==> src/rtl/double_integrator_pd_tracking_step_assert.svh <==
// assertion macros for the pd tracking step block
// no dependencies; included by the top level only
`ifndef DOUBLE_INTEGRATOR_PD_TRACKING_STEP_ASSERT_SVH
`define DOUBLE_INTEGRATOR_PD_TRACKING_STEP_ASSERT_SVH

// same-cycle implication
`define DIPD_ASSERT_IMP(LBL, CLK, RSTN, ANT, CON, MSG) \
    LBL: assert property (@(posedge CLK) disable iff (!RSTN) (ANT) |-> (CON)) \
        else $error(MSG);

// next-cycle implication
`define DIPD_ASSERT_NXT(LBL, CLK, RSTN, ANT, CON, MSG) \
    LBL: assert property (@(posedge CLK) disable iff (!RSTN) (ANT) |=> (CON)) \
        else $error(MSG);

`endif

==> src/rtl/dipd_pkg.sv <==
// shared types, constants and helper functions of the pd tracking step block
// no dependencies; imported by the sequencer, the datapath and the top level
`timescale 1ns / 1ps

package dipd_pkg;

    localparam int NUM_AXES     = 4;
    localparam int FRAC_BITS    = 16;
    localparam int AXIS_W       = (NUM_AXES > 1) ? $clog2(NUM_AXES) : 1;
    localparam int N_OUT        = 4;

    localparam int X_AXIS       = 0;
    localparam int Y_AXIS       = 1;
    localparam int HEADING_AXIS = 3;

    localparam int Q_W     = 32;
    localparam int DT_W    = 16;
    localparam int GAIN_W  = 21;
    localparam int LIM_W   = 27;
    localparam int COEF_W  = 21;
    localparam int DIFF_W  = Q_W + 1;
    localparam int MUL_B_W = GAIN_W + 1;
    localparam int PROD_W  = DIFF_W + MUL_B_W;
    localparam int ACC_W   = PROD_W + 2;
    localparam int RND_W   = ACC_W - FRAC_BITS;
    localparam int SUM_W   = RND_W + 1;
    localparam int PC_W    = 5;
    localparam int CFG_IDX_W = 3;

    // config register indexes
    localparam logic [CFG_IDX_W-1:0] REG_STEP_TIME     = 3'd0;
    localparam logic [CFG_IDX_W-1:0] REG_POS_GAIN      = 3'd1;
    localparam logic [CFG_IDX_W-1:0] REG_VEL_GAIN      = 3'd2;
    localparam logic [CFG_IDX_W-1:0] REG_SPEED_LIMIT   = 3'd3;
    localparam logic [CFG_IDX_W-1:0] REG_START_X       = 3'd4;
    localparam logic [CFG_IDX_W-1:0] REG_START_Y       = 3'd5;
    localparam logic [CFG_IDX_W-1:0] REG_START_HEADING = 3'd6;

    // config reset values
    localparam logic [DT_W-1:0]   RST_STEP_TIME   = 16'd655;
    localparam logic [GAIN_W-1:0] RST_POS_GAIN    = 21'd131072;
    localparam logic [GAIN_W-1:0] RST_VEL_GAIN    = 21'd52429;
    localparam logic [LIM_W-1:0]  RST_SPEED_LIMIT = 27'd32768;

    // first step of the per-axis loop in the microprogram
    localparam logic [PC_W-1:0] LOOP_PC = 5'd7;

    typedef enum logic [1:0] {
        ACT_COMMAND = 2'd0,
        ACT_TICK    = 2'd1,
        ACT_RESTART = 2'd2
    } action_t;

    typedef enum logic [2:0] {
        MA_DT  = 3'd0,
        MA_DT2 = 3'd1,
        MA_RV  = 3'd2,
        MA_V   = 3'd3,
        MA_EP  = 3'd4,
        MA_EV  = 3'd5
    } mul_a_sel_t;

    typedef enum logic [2:0] {
        MB_DT = 3'd0,
        MB_KP = 3'd1,
        MB_KD = 3'd2,
        MB_CA = 3'd3,
        MB_CB = 3'd4,
        MB_CC = 3'd5,
        MB_CD = 3'd6
    } mul_b_sel_t;

    typedef enum logic [1:0] {
        ACC_HOLD = 2'd0,
        ACC_LOAD = 2'd1,
        ACC_ADD  = 2'd2
    } acc_op_t;

    typedef enum logic [3:0] {
        WB_NONE = 4'd0,
        WB_DT2  = 4'd1,
        WB_C    = 4'd2,
        WB_D    = 4'd3,
        WB_A    = 4'd4,
        WB_B    = 4'd5,
        WB_RP   = 4'd6,
        WB_P    = 4'd7,
        WB_V    = 4'd8
    } wb_sel_t;

    typedef enum logic [1:0] {
        JMP_NEXT = 2'd0,
        JMP_AXIS = 2'd1,
        JMP_EMIT = 2'd2
    } jmp_t;

    // one microcode word
    typedef struct packed {
        mul_a_sel_t       ma;
        mul_b_sel_t       mb;
        acc_op_t          acc;
        wb_sel_t          wb;
        logic             diff;
        jmp_t             jmp;
        logic [PC_W-1:0]  target;
    } ucw_t;

    localparam ucw_t UCW_NOP = '{ma: MA_DT, mb: MB_DT, acc: ACC_HOLD, wb: WB_NONE,
                                 diff: 1'b0, jmp: JMP_NEXT, target: '0};

    // sequencer to datapath
    typedef struct packed {
        ucw_t              uw;
        logic [AXIS_W-1:0] axis;
        logic              emit;
    } ctl_t;

    // state loads done at accept time
    typedef struct packed {
        logic command;
        logic restart;
    } dp_cmd_t;

    typedef struct packed {
        logic [DT_W-1:0]    step_time;
        logic [GAIN_W-1:0]  pos_gain;
        logic [GAIN_W-1:0]  vel_gain;
        logic [LIM_W-1:0]   speed_limit;
        logic signed [Q_W-1:0] start_x;
        logic signed [Q_W-1:0] start_y;
        logic signed [Q_W-1:0] start_heading;
    } cfg_t;

    // saturate to the signed 32 bit range
    function automatic logic signed [Q_W-1:0] sat32(input logic signed [SUM_W-1:0] x);
        logic signed [Q_W-1:0] r;
        if (!x[SUM_W-1] && (|x[SUM_W-2:Q_W-1])) begin
            r = {1'b0, {(Q_W-1){1'b1}}};
        end else if (x[SUM_W-1] && !(&x[SUM_W-2:Q_W-1])) begin
            r = {1'b1, {(Q_W-1){1'b0}}};
        end else begin
            r = x[Q_W-1:0];
        end
        return r;
    endfunction

    // symmetric clamp of a command to +-lim
    function automatic logic signed [Q_W-1:0] clamp_cmd(input logic signed [Q_W-1:0] v,
                                                        input logic [LIM_W-1:0] lim);
        logic signed [Q_W:0] xs;
        logic signed [Q_W:0] ls;
        logic signed [Q_W:0] nl;
        logic signed [Q_W-1:0] r;
        xs = {v[Q_W-1], v};
        ls = signed'({{(Q_W+1-LIM_W){1'b0}}, lim});
        nl = -ls;
        if (xs > ls) begin
            r = ls[Q_W-1:0];
        end else if (xs < nl) begin
            r = nl[Q_W-1:0];
        end else begin
            r = v;
        end
        return r;
    endfunction

endpackage

==> src/rtl/dipd_sequencer.sv <==
// microcode sequencer: step counter, axis counter, control store and jumps
// depends on dipd_pkg
`timescale 1ns / 1ps

module dipd_sequencer
    import dipd_pkg::*;
(
    input  logic aclk,
    input  logic aresetn,
    input  logic start,
    input  logic out_free,
    output logic idle,
    output ctl_t ctl
);

    typedef enum logic [1:0] {
        SEQ_IDLE = 2'b01,
        SEQ_RUN  = 2'b10
    } seq_state_t;

    localparam logic [AXIS_W-1:0] LAST_AXIS = AXIS_W'(NUM_AXES - 1);

    seq_state_t        state_reg, state_next;
    logic [PC_W-1:0]   pc_reg, pc_next;
    logic [AXIS_W-1:0] axis_reg, axis_next;
    ucw_t              uw;
    logic              run;

    // control store
    function automatic ucw_t rom(input logic [PC_W-1:0] a);
        ucw_t w;
        w = UCW_NOP;
        case (a)
            5'd0: begin  // dt*dt
                w.ma = MA_DT;  w.mb = MB_DT;
            end
            5'd1: begin  // dt*kp
                w.acc = ACC_LOAD; w.ma = MA_DT; w.mb = MB_KP;
            end
            5'd2: begin  // dt*kd
                w.wb = WB_DT2; w.acc = ACC_LOAD; w.ma = MA_DT; w.mb = MB_KD;
            end
            5'd3: begin  // dt2*kp
                w.wb = WB_C; w.acc = ACC_LOAD; w.ma = MA_DT2; w.mb = MB_KP;
            end
            5'd4: begin  // dt2*kd
                w.wb = WB_D; w.acc = ACC_LOAD; w.ma = MA_DT2; w.mb = MB_KD;
            end
            5'd5: begin
                w.wb = WB_A; w.acc = ACC_LOAD;
            end
            5'd6: begin
                w.wb = WB_B;
            end
            5'd7: begin  // axis loop: dt*rv
                w.ma = MA_RV; w.mb = MB_DT;
            end
            5'd8: begin
                w.acc = ACC_LOAD;
            end
            5'd9: begin
                w.wb = WB_RP;
            end
            5'd10: begin  // errors, dt*v
                w.diff = 1'b1; w.ma = MA_V; w.mb = MB_DT;
            end
            5'd11: begin
                w.acc = ACC_LOAD; w.ma = MA_EP; w.mb = MB_CA;
            end
            5'd12: begin
                w.acc = ACC_ADD; w.ma = MA_EV; w.mb = MB_CB;
            end
            5'd13: begin
                w.acc = ACC_ADD; w.ma = MA_EP; w.mb = MB_CC;
            end
            5'd14: begin
                w.wb = WB_P; w.acc = ACC_LOAD; w.ma = MA_EV; w.mb = MB_CD;
            end
            5'd15: begin
                w.acc = ACC_ADD;
            end
            5'd16: begin
                w.wb = WB_V; w.jmp = JMP_AXIS; w.target = LOOP_PC;
            end
            5'd17: begin
                w.jmp = JMP_EMIT;
            end
            default: begin
                w = UCW_NOP;
            end
        endcase
        return w;
    endfunction

    assign uw   = rom(pc_reg);
    assign run  = (state_reg == SEQ_RUN);
    assign idle = (state_reg == SEQ_IDLE);

    always_comb begin
        ctl.uw   = run ? uw : UCW_NOP;
        ctl.axis = axis_reg;
        ctl.emit = run && (uw.jmp == JMP_EMIT) && out_free;
    end

    always_comb begin
        state_next = state_reg;
        pc_next    = pc_reg;
        axis_next  = axis_reg;
        case (state_reg)
            SEQ_IDLE: begin
                if (start) begin
                    state_next = SEQ_RUN;
                    pc_next    = '0;
                    axis_next  = '0;
                end
            end
            SEQ_RUN: begin
                case (uw.jmp)
                    JMP_NEXT: begin
                        pc_next = pc_reg + 1'b1;
                    end
                    JMP_AXIS: begin
                        if (axis_reg == LAST_AXIS) begin
                            pc_next = pc_reg + 1'b1;
                        end else begin
                            axis_next = axis_reg + 1'b1;
                            pc_next   = uw.target;
                        end
                    end
                    JMP_EMIT: begin
                        if (out_free) begin
                            state_next = SEQ_IDLE;
                        end
                    end
                    default: begin
                        state_next = SEQ_IDLE;
                    end
                endcase
            end
            default: begin
                state_next = SEQ_IDLE;
            end
        endcase
    end

    always_ff @(posedge aclk) begin
        if (!aresetn) begin
            state_reg <= SEQ_IDLE;
            pc_reg    <= '0;
            axis_reg  <= '0;
        end else begin
            state_reg <= state_next;
            pc_reg    <= pc_next;
            axis_reg  <= axis_next;
        end
    end

endmodule

==> src/rtl/dipd_datapath.sv <==
// datapath: axis state, shared multiplier, accumulator, rounding and saturation
// depends on dipd_pkg; driven by dipd_sequencer control words
`timescale 1ns / 1ps

module dipd_datapath
    import dipd_pkg::*;
(
    input  logic                          aclk,
    input  logic                          aresetn,
    input  cfg_t                          cfg,
    input  ctl_t                          ctl,
    input  dp_cmd_t                       cmd,
    input  logic signed [Q_W-1:0]         cmd_vx,
    input  logic signed [Q_W-1:0]         cmd_vy,
    input  logic signed [Q_W-1:0]         cmd_yaw_rate,
    output logic [N_OUT-1:0][Q_W-1:0]     pose
);

    localparam logic signed [ACC_W:0] HALF_F = (ACC_W+1)'(1) <<< (FRAC_BITS - 1);
    localparam logic signed [ACC_W:0] HALF_A = (ACC_W+1)'(1) <<< (2 * FRAC_BITS);

    logic signed [Q_W-1:0] pos_reg  [NUM_AXES];
    logic signed [Q_W-1:0] vel_reg  [NUM_AXES];
    logic signed [Q_W-1:0] rpos_reg [NUM_AXES];
    logic signed [Q_W-1:0] rvel_reg [NUM_AXES];

    logic [Q_W-1:0]           dt2_reg;
    logic [COEF_W-1:0]        ca_reg, cb_reg, cc_reg, cd_reg;
    logic signed [DIFF_W-1:0] ep_reg, ev_reg;
    logic signed [PROD_W-1:0] prod_reg;
    logic signed [ACC_W-1:0]  acc_reg;

    logic signed [DIFF_W-1:0]  op_a;
    logic signed [MUL_B_W-1:0] op_b;
    logic signed [ACC_W-1:0]   prod_ext;
    logic signed [ACC_W:0]     acc_ext;
    logic signed [ACC_W:0]     rnd_f_full, rnd_a_full;
    logic signed [RND_W-1:0]   rnd_f;
    logic signed [Q_W-1:0]     base;
    logic signed [SUM_W-1:0]   wb_sum;
    logic signed [Q_W-1:0]     wb_sat;

    logic signed [Q_W-1:0] p_ax, v_ax, rp_ax, rv_ax;

    assign p_ax  = pos_reg[ctl.axis];
    assign v_ax  = vel_reg[ctl.axis];
    assign rp_ax = rpos_reg[ctl.axis];
    assign rv_ax = rvel_reg[ctl.axis];

    // multiplier operands
    always_comb begin
        case (ctl.uw.ma)
            MA_DT:   op_a = signed'({{(DIFF_W-DT_W){1'b0}}, cfg.step_time});
            MA_DT2:  op_a = signed'({1'b0, dt2_reg});
            MA_RV:   op_a = {rv_ax[Q_W-1], rv_ax};
            MA_V:    op_a = {v_ax[Q_W-1], v_ax};
            MA_EP:   op_a = ep_reg;
            MA_EV:   op_a = ev_reg;
            default: op_a = '0;
        endcase
        case (ctl.uw.mb)
            MB_DT:   op_b = signed'({{(MUL_B_W-DT_W){1'b0}}, cfg.step_time});
            MB_KP:   op_b = signed'({1'b0, cfg.pos_gain});
            MB_KD:   op_b = signed'({1'b0, cfg.vel_gain});
            MB_CA:   op_b = signed'({1'b0, ca_reg});
            MB_CB:   op_b = signed'({1'b0, cb_reg});
            MB_CC:   op_b = signed'({1'b0, cc_reg});
            MB_CD:   op_b = signed'({1'b0, cd_reg});
            default: op_b = '0;
        endcase
    end

    assign prod_ext = {{(ACC_W-PROD_W){prod_reg[PROD_W-1]}}, prod_reg};
    assign acc_ext  = {acc_reg[ACC_W-1], acc_reg};

    // round half up, then floor
    assign rnd_f_full = (acc_ext + HALF_F) >>> FRAC_BITS;
    assign rnd_a_full = (acc_ext + HALF_A) >>> (2 * FRAC_BITS + 1);
    assign rnd_f      = rnd_f_full[RND_W-1:0];

    always_comb begin
        case (ctl.uw.wb)
            WB_RP:   base = rp_ax;
            WB_P:    base = p_ax;
            WB_V:    base = v_ax;
            default: base = '0;
        endcase
    end

    assign wb_sum = {{(SUM_W-Q_W){base[Q_W-1]}}, base} + {rnd_f[RND_W-1], rnd_f};
    assign wb_sat = sat32(wb_sum);

    // arithmetic pipeline, no reset needed
    always_ff @(posedge aclk) begin
        prod_reg <= op_a * op_b;
        case (ctl.uw.acc)
            ACC_LOAD: acc_reg <= prod_ext;
            ACC_ADD:  acc_reg <= acc_reg + prod_ext;
            default:  acc_reg <= acc_reg;
        endcase
        case (ctl.uw.wb)
            WB_DT2:  dt2_reg <= acc_reg[Q_W-1:0];
            WB_C:    cc_reg  <= rnd_f_full[COEF_W-1:0];
            WB_D:    cd_reg  <= rnd_f_full[COEF_W-1:0];
            WB_A:    ca_reg  <= rnd_a_full[COEF_W-1:0];
            WB_B:    cb_reg  <= rnd_a_full[COEF_W-1:0];
            default: ;
        endcase
        if (ctl.uw.diff) begin
            ep_reg <= {rp_ax[Q_W-1], rp_ax} - {p_ax[Q_W-1], p_ax};
            ev_reg <= {rv_ax[Q_W-1], rv_ax} - {v_ax[Q_W-1], v_ax};
        end
    end

    // axis state
    always_ff @(posedge aclk) begin
        if (!aresetn) begin
            for (int i = 0; i < NUM_AXES; i++) begin
                pos_reg[i]  <= '0;
                vel_reg[i]  <= '0;
                rpos_reg[i] <= '0;
                rvel_reg[i] <= '0;
            end
        end else if (cmd.restart) begin
            for (int i = 0; i < NUM_AXES; i++) begin
                pos_reg[i]  <= (i == X_AXIS) ? cfg.start_x :
                               (i == Y_AXIS) ? cfg.start_y : '0;
                vel_reg[i]  <= '0;
                rpos_reg[i] <= (i == X_AXIS) ? cfg.start_x :
                               (i == Y_AXIS) ? cfg.start_y :
                               (i == HEADING_AXIS) ? cfg.start_heading : '0;
                rvel_reg[i] <= '0;
            end
        end else if (cmd.command) begin
            for (int i = 0; i < NUM_AXES; i++) begin
                rpos_reg[i] <= pos_reg[i];
                rvel_reg[i] <= (i == X_AXIS) ? clamp_cmd(cmd_vx, cfg.speed_limit) :
                               (i == Y_AXIS) ? clamp_cmd(cmd_vy, cfg.speed_limit) :
                               (i == HEADING_AXIS) ?
                                   clamp_cmd(cmd_yaw_rate, cfg.speed_limit) : '0;
            end
        end else begin
            case (ctl.uw.wb)
                WB_RP:   rpos_reg[ctl.axis] <= wb_sat;
                WB_P:    pos_reg[ctl.axis]  <= wb_sat;
                WB_V:    vel_reg[ctl.axis]  <= wb_sat;
                default: ;
            endcase
        end
    end

    for (genvar k = 0; k < N_OUT; k++) begin : g_pose
        if (k < NUM_AXES) begin : g_on
            assign pose[k] = pos_reg[k];
        end else begin : g_off
            assign pose[k] = '0;
        end
    end

endmodule

==> src/rtl/double_integrator_pd_tracking_step.sv <==
// top level of the four-axis pd tracking step block
// depends on dipd_pkg, dipd_sequencer, dipd_datapath and the assertion macro header
//
//  channel   ports                                         role
//  s_        s_valid s_ready s_action s_cmd_vx s_cmd_vy    command, tick or restart
//            s_cmd_yaw_rate
//  m_        m_valid m_ready m_pos_x m_pos_y m_pos_z       pose after each tick
//            m_heading
//  cfg_      cfg_we cfg_addr cfg_wdata                     register writes, no wait
//
//  a command or restart transaction updates the state in the accept cycle
//  a tick runs the microprogram after accept; the single shared multiplier is stepped
//  through the coefficient steps once and then through the same loop for each axis
//  the input is not ready while a tick runs; the last step waits if a pose is still held
//  reset is synchronous active low and restores register defaults and zero state
`timescale 1ns / 1ps
`include "double_integrator_pd_tracking_step_assert.svh"

module double_integrator_pd_tracking_step
    import dipd_pkg::*;
(
    input  logic                   aclk,
    input  logic                   aresetn,

    // register write port
    input  logic                   cfg_we,
    input  logic [CFG_IDX_W-1:0]   cfg_addr,
    input  logic [Q_W-1:0]         cfg_wdata,

    // input transactions
    input  logic                   s_valid,
    output logic                   s_ready,
    input  logic [1:0]             s_action,
    input  logic signed [Q_W-1:0]  s_cmd_vx,
    input  logic signed [Q_W-1:0]  s_cmd_vy,
    input  logic signed [Q_W-1:0]  s_cmd_yaw_rate,

    // result transactions
    output logic                   m_valid,
    input  logic                   m_ready,
    output logic signed [Q_W-1:0]  m_pos_x,
    output logic signed [Q_W-1:0]  m_pos_y,
    output logic signed [Q_W-1:0]  m_pos_z,
    output logic signed [Q_W-1:0]  m_heading
);

    // configuration registers
    logic [DT_W-1:0]       step_time_reg;
    logic [GAIN_W-1:0]     pos_gain_reg;
    logic [GAIN_W-1:0]     vel_gain_reg;
    logic [LIM_W-1:0]      speed_limit_reg;
    logic signed [Q_W-1:0] start_x_reg;
    logic signed [Q_W-1:0] start_y_reg;
    logic signed [Q_W-1:0] start_heading_reg;
    cfg_t                  cfg;

    // handshake and control
    logic    s_accept;
    action_t action;
    logic    seq_idle;
    logic    out_free;
    ctl_t    ctl;
    dp_cmd_t cmd;

    logic [N_OUT-1:0][Q_W-1:0] pose;

    // output register
    logic                  m_valid_reg;
    logic signed [Q_W-1:0] pos_x_reg, pos_y_reg, pos_z_reg, heading_reg;

    always_ff @(posedge aclk) begin
        if (!aresetn) begin
            step_time_reg     <= RST_STEP_TIME;
            pos_gain_reg      <= RST_POS_GAIN;
            vel_gain_reg      <= RST_VEL_GAIN;
            speed_limit_reg   <= RST_SPEED_LIMIT;
            start_x_reg       <= '0;
            start_y_reg       <= '0;
            start_heading_reg <= '0;
        end else if (cfg_we) begin
            case (cfg_addr)
                REG_STEP_TIME:     step_time_reg     <= cfg_wdata[DT_W-1:0];
                REG_POS_GAIN:      pos_gain_reg      <= cfg_wdata[GAIN_W-1:0];
                REG_VEL_GAIN:      vel_gain_reg      <= cfg_wdata[GAIN_W-1:0];
                REG_SPEED_LIMIT:   speed_limit_reg   <= cfg_wdata[LIM_W-1:0];
                REG_START_X:       start_x_reg       <= cfg_wdata;
                REG_START_Y:       start_y_reg       <= cfg_wdata;
                REG_START_HEADING: start_heading_reg <= cfg_wdata;
                default: ;  // unknown index, write dropped
            endcase
        end
    end

    always_comb begin
        cfg.step_time     = step_time_reg;
        cfg.pos_gain      = pos_gain_reg;
        cfg.vel_gain      = vel_gain_reg;
        cfg.speed_limit   = speed_limit_reg;
        cfg.start_x       = start_x_reg;
        cfg.start_y       = start_y_reg;
        cfg.start_heading = start_heading_reg;
    end

    // input side: ready whenever no tick program is running
    assign s_ready  = seq_idle;
    assign s_accept = s_valid && s_ready;
    assign action   = action_t'(s_action);

    // command and restart are direct state loads; unused action code does nothing
    always_comb begin
        cmd.command = 1'b0;
        cmd.restart = 1'b0;
        case (action)
            ACT_COMMAND: cmd.command = s_accept;
            ACT_RESTART: cmd.restart = s_accept;
            default: ;
        endcase
    end

    // the pose may be loaded when the holding register is empty or being drained
    assign out_free = !m_valid_reg || m_ready;

    dipd_sequencer u_seq (
        .aclk     (aclk),
        .aresetn  (aresetn),
        .start    (s_accept && (action == ACT_TICK)),
        .out_free (out_free),
        .idle     (seq_idle),
        .ctl      (ctl)
    );

    dipd_datapath u_dp (
        .aclk         (aclk),
        .aresetn      (aresetn),
        .cfg          (cfg),
        .ctl          (ctl),
        .cmd          (cmd),
        .cmd_vx       (s_cmd_vx),
        .cmd_vy       (s_cmd_vy),
        .cmd_yaw_rate (s_cmd_yaw_rate),
        .pose         (pose)
    );

    // result holding register, decouples the result side from the next transaction
    always_ff @(posedge aclk) begin
        if (!aresetn) begin
            m_valid_reg <= 1'b0;
        end else if (ctl.emit) begin
            m_valid_reg <= 1'b1;
        end else if (m_ready) begin
            m_valid_reg <= 1'b0;
        end
    end

    always_ff @(posedge aclk) begin
        if (ctl.emit) begin
            pos_x_reg   <= pose[0];
            pos_y_reg   <= pose[1];
            pos_z_reg   <= pose[2];
            heading_reg <= pose[3];
        end
    end

    assign m_valid   = m_valid_reg;
    assign m_pos_x   = pos_x_reg;
    assign m_pos_y   = pos_y_reg;
    assign m_pos_z   = pos_z_reg;
    assign m_heading = heading_reg;

    // a pose is never loaded over one that is still waiting
    `DIPD_ASSERT_IMP(a_emit_room, aclk, aresetn, ctl.emit, (!m_valid_reg || m_ready), "pose loaded over a held result")
    // a tick blocks the input on the following cycle
    `DIPD_ASSERT_NXT(a_tick_busy, aclk, aresetn, (s_valid && s_ready && (s_action == ACT_TICK)), !s_ready, "input ready during tick")
    // every emit shows up as a valid result
    `DIPD_ASSERT_NXT(a_emit_valid, aclk, aresetn, ctl.emit, m_valid, "emitted pose not presented")
    // axis counter stays within the axes
    `DIPD_ASSERT_IMP(a_axis_range, aclk, aresetn, 1'b1, (ctl.axis <= AXIS_W'(NUM_AXES - 1)), "axis counter out of range")

endmodule
==> config.mk <==
export PLATFORM = sky130hd
export DESIGN_NAME = double_integrator_pd_tracking_step
export DESIGN_NICKNAME = d
export VERILOG_FILES = /design/src/rtl/dipd_pkg.sv /design/src/rtl/dipd_sequencer.sv /design/src/rtl/dipd_datapath.sv /design/src/rtl/double_integrator_pd_tracking_step.sv
export VERILOG_INCLUDE_DIRS = /design/src /design/src/rtl
export SDC_FILE = /design/constraint.sdc
export NUM_CORES = 2
export LEC_CHECK = 0
export ABC_AREA = 1
export ABC_CLOCK_PERIOD_IN_PS = 9750
export BUFFER_PORTS_ARGS = -buffer_cell sky130_fd_sc_hd__buf_4
export CAP_MARGIN = 10
export CORE_UTILIZATION = 40
export CTS_BUF_LIST = sky130_fd_sc_hd__clkbuf_16
export CTS_CLUSTER_SIZE = 10
export DETAILED_ROUTE_END_ITERATION = 7
export GPL_TIMING_DRIVEN = 0
export HOLD_SLACK_MARGIN = 0.12
export SLEW_MARGIN = 5
export SYNTH_ARGS = -nofsm -noshare
export SYNTH_HDL_FRONTEND = slang
export SYNTH_SLANG_ARGS = --single-unit
==> constraint.sdc <==
create_clock -name aclk -period 9.75 [get_ports aclk]
set_input_delay 1.4625 -clock aclk [delete_from_list [all_inputs] [get_ports aclk]]
set_output_delay 1.4625 -clock aclk [all_outputs]
set_load 0.01 [all_outputs]
==> impl_metrics.tcl <==
set metrics [dict create \
    cp_data_arrival_time_ns 10.38 \
    vias_per_cell 5.74 \
    place_area_mm2 0.0930 \
    grt_pass1_wl_mm 541 \
    floorplan.initialDensity_pct 40.3 \
    ys_ff_latch 1095 \
    cp_slowest_stage_delay_ns 0.59 \
    num_rows 170 \
    hold_depth 2 \
    required_ns 10.43 \
    synthFlopType "edfxtp_1" \
    reg2reg_depth 31 \
    reg2reg_to "u_dp.prod_reg[51]" \
    status "complete, no violations" \
    dp_cells 13500 \
    cts_tree "yes" \
    relSlewSlack_pct 2.76 \
    numClockSinks 1095 \
    die_w_um 467 \
    syn_inst 10300 \
    post-route-period-util_pct 99.5 \
    hold_buffers 0 \
    power_leakage_nw 45.8 \
    crit_top_cell "fa_1" \
    syn_nets 11600 \
    yosysMostFrequentCell "nand2_1" \
    yosys-top-cells-area "edfxtp_1, fa_1, nand2_1" \
    syn_area_per_cell_um2 8.41 \
    grt_pass1_vias 76400 \
    vias 79200 \
    root_buffer "clkbuf_16" \
    core-area_mm2 0.215 \
    synth-edff-count 847 \
    finalCoreUtilization_pct 45.9 \
    synth_top_area_cell "edfxtp_1" \
    die_y_um 467 \
    holdPathEnd "vel_gain_reg[18]" \
    rrSetupSlack_ns 0.05 \
    yosys_warnings 0 \
    detail-route-antenna-nets 0 \
    fmax_ghz 0.103 \
    cp_max_fo 10 \
    dr.pass1.iters 6 \
    critPathLaunchType "register" \
    wl_per_cell_um 27.7 \
    cts_buffers 136 \
    cp_slowest_cell "a221oi_1" \
    num_io_pins 268 \
    instances_no_fill 13800 \
    drive_gt1_share_pct 9.17 \
    cap_violations 0 \
    setup_slack_ns 0.0524 \
    place_ws_ns -2.30 \
    hold_path.class "register to register" \
    hold_viol 0 \
    area_delta_synth_final_pct 14.0 \
    pwr_density_cell_mw_per_mm2 180 \
    nNetsFinal 12100 \
    gp_congestion 1.07 \
    synth.cell_area_mm2 0.0867 \
    antenna_found_initial 34 \
    dp_hpwl_mm 315 \
    synth_top_area_share_pct 29.3 \
    min-delay-start "vel_gain_reg[18]" \
    drt_iter0_drc 10500 \
    io_buffers 267 \
    cts.clk_slew.worst_paths_ns 0.06 \
    setup-tns-final_ns 0 \
    finalSetupViolations 0 \
    grt.total_usage_pct 34.6 \
    hold_slack_ns 0.460 \
    route.detailed.drc 0 \
    critPathKind "register to register" \
    maxSlewViolCount 0 \
    htree_levels 4 \
    die-area_mm2 0.219 \
    power.total_mw 17.8 \
    finalClockSkew_ns 0.0836 \
    grt_max_degree 41 \
    clkLatencyLatePin_ns 0.85 \
    cts.path.max_buffers 3 \
    synth_common_cells "nand2_1, inv_1, nor2_1, edfxtp_1, o21ai_0" \
    overflow 0 \
    period_minus_slack_ns 9.70 \
    synth_cell_types 62 \
    endpoint_kind "register" \
    worst-slew-pin-transition_ns 1.46 \
    final_area_mm2 0.0988 \
    max-vdd-ir-drop_mv 0.219 \
    wl_mm 382 \
    async_flop_share_pct 0 \
    fill_cells 21000 \
    synth_seq_area_share_pct 35.1 \
]
metal layers:
layer | vias up | part of all wire (%) | wire [um] | global-route usage, %
met5 | - | 0.025 | 96 | 0
met4 | 16 | 5.5 | 21100 | 16.7
met3 | 830 | 12 | 45300 | 9.32
met2 | 4853 | 42 | 161000 | 50.8
met1 | 38900 | 40 | 154000 | 47.0
li1 | 34600 | - | - | -
worst max-delay path: cells and delay by family, from the launching register on:
kind | cells | cell delay, ns
compound gates | 7 | 1.95
flops | 1 | 0.40
xor+xnor | 1 | 0.38
simple gates | 5 | 0.92
fa+ha+maj | 8 | 3.89
buf+inv | 10 | 1.96
cells in the final DEF, fill, tap and decap left out, types with 30 or more instances in the layout:
master	netlist	final
o22ai_1	70	70
a22oi_1	38	38
dfxtp_1	248	247
xnor2_1	72	70
buf_12	0	30
nor2_1	1104	1097
or2_2	57	57
o221ai_1	34	34
clkbuf_1	234	197
a22o_1	34	33
o21ai_0	766	757
edfxtp_1	847	847
clkbuf_16	0	140
buf_2	136	99
nor3_1	57	52
nor4_1	37	36
nand4_1	70	70
inv_2	76	77
nand2_1	2266	2250
a21oi_1	561	554
ha_1	494	488
a31oi_1	53	52
fa_1	691	688
nand3_1	377	372
buf_4	4	343
inv_1	1499	1559
xor2_1	175	173
repair_timing:
item	4_1_cts	5_1_grt
buffers inserted	30	30
resized for setup	130	121
endpoints found under the setup margin	42	26
gates cloned	0	0
pin swaps	18	22
endpoints found under the hold margin	0	0
cells by family (layout without fill, tap and decap cells):
family / Yosys count / count (layout) / share of synthesized area, %
other: 0 / 29 / 0
buffers and inverters: 1984 / 2592 / 8.82
and+or+nand+nor: 4049 / 4049 / 19.2
AOI/OAI and AO/OA: 1747 / 1747 / 11.3
muxes: 2 / 2 / 0.0231
adders and majority gates: 1185 / 1185 / 23.1
DFF: 1095 / 1095 / 35.1
xor gates and xnor gates: 247 / 247 / 2.50
worst max-delay path by stage:
stage | start | endpoint | slack, ns | cells after the start
6_report | register | u_dp.prod_reg[51] | 0.05 | 31
5_1_grt | u_seq.pc_reg[0] | u_dp.prod_reg[54] | -0.04 | 41
4_1_cts | u_seq.pc_reg[0] | u_dp.prod_reg[47] | 0.01 | 33
3_5_place_dp | register | u_dp.prod_reg[49] | -2.30 | 31
3_3_place_gp | register | u_dp.prod_reg[42] | -2.44 | 30
2_1_floorplan | u_seq.pc_reg[0] | u_dp.prod_reg[54] | 1.48 | 39
report_power, final:
| group | total, mW | switching, mW | internal, mW |
|---|---|---|---|
| combinational | 7.25 | 5.30 | 1.95 |
| sequential | 5.70 | 0.177 | 5.52 |
| clock | 4.85 | 2.17 | 2.69 |
| total | 17.8 | 7.64 | 10.2 |
cell type report:
cell class / count / area [um^2] / area share (%)
multi-input combinational: 7230 / 49300 / 49.9
sequential: 1095 / 30400 / 30.8
inverter: 1592 / 6030 / 6.10
tap: 2838 / 3550 / 3.59
clock buffer: 140 / 3500 / 3.55
timing repair buffer: 363 / 3290 / 3.33
buffer: 389 / 1850 / 1.87
clock inverter: 108 / 786 / 0.795
antenna: 29 / 72.6 / 0.0735
Note: power is estimated with default switching activity, not from simulation.
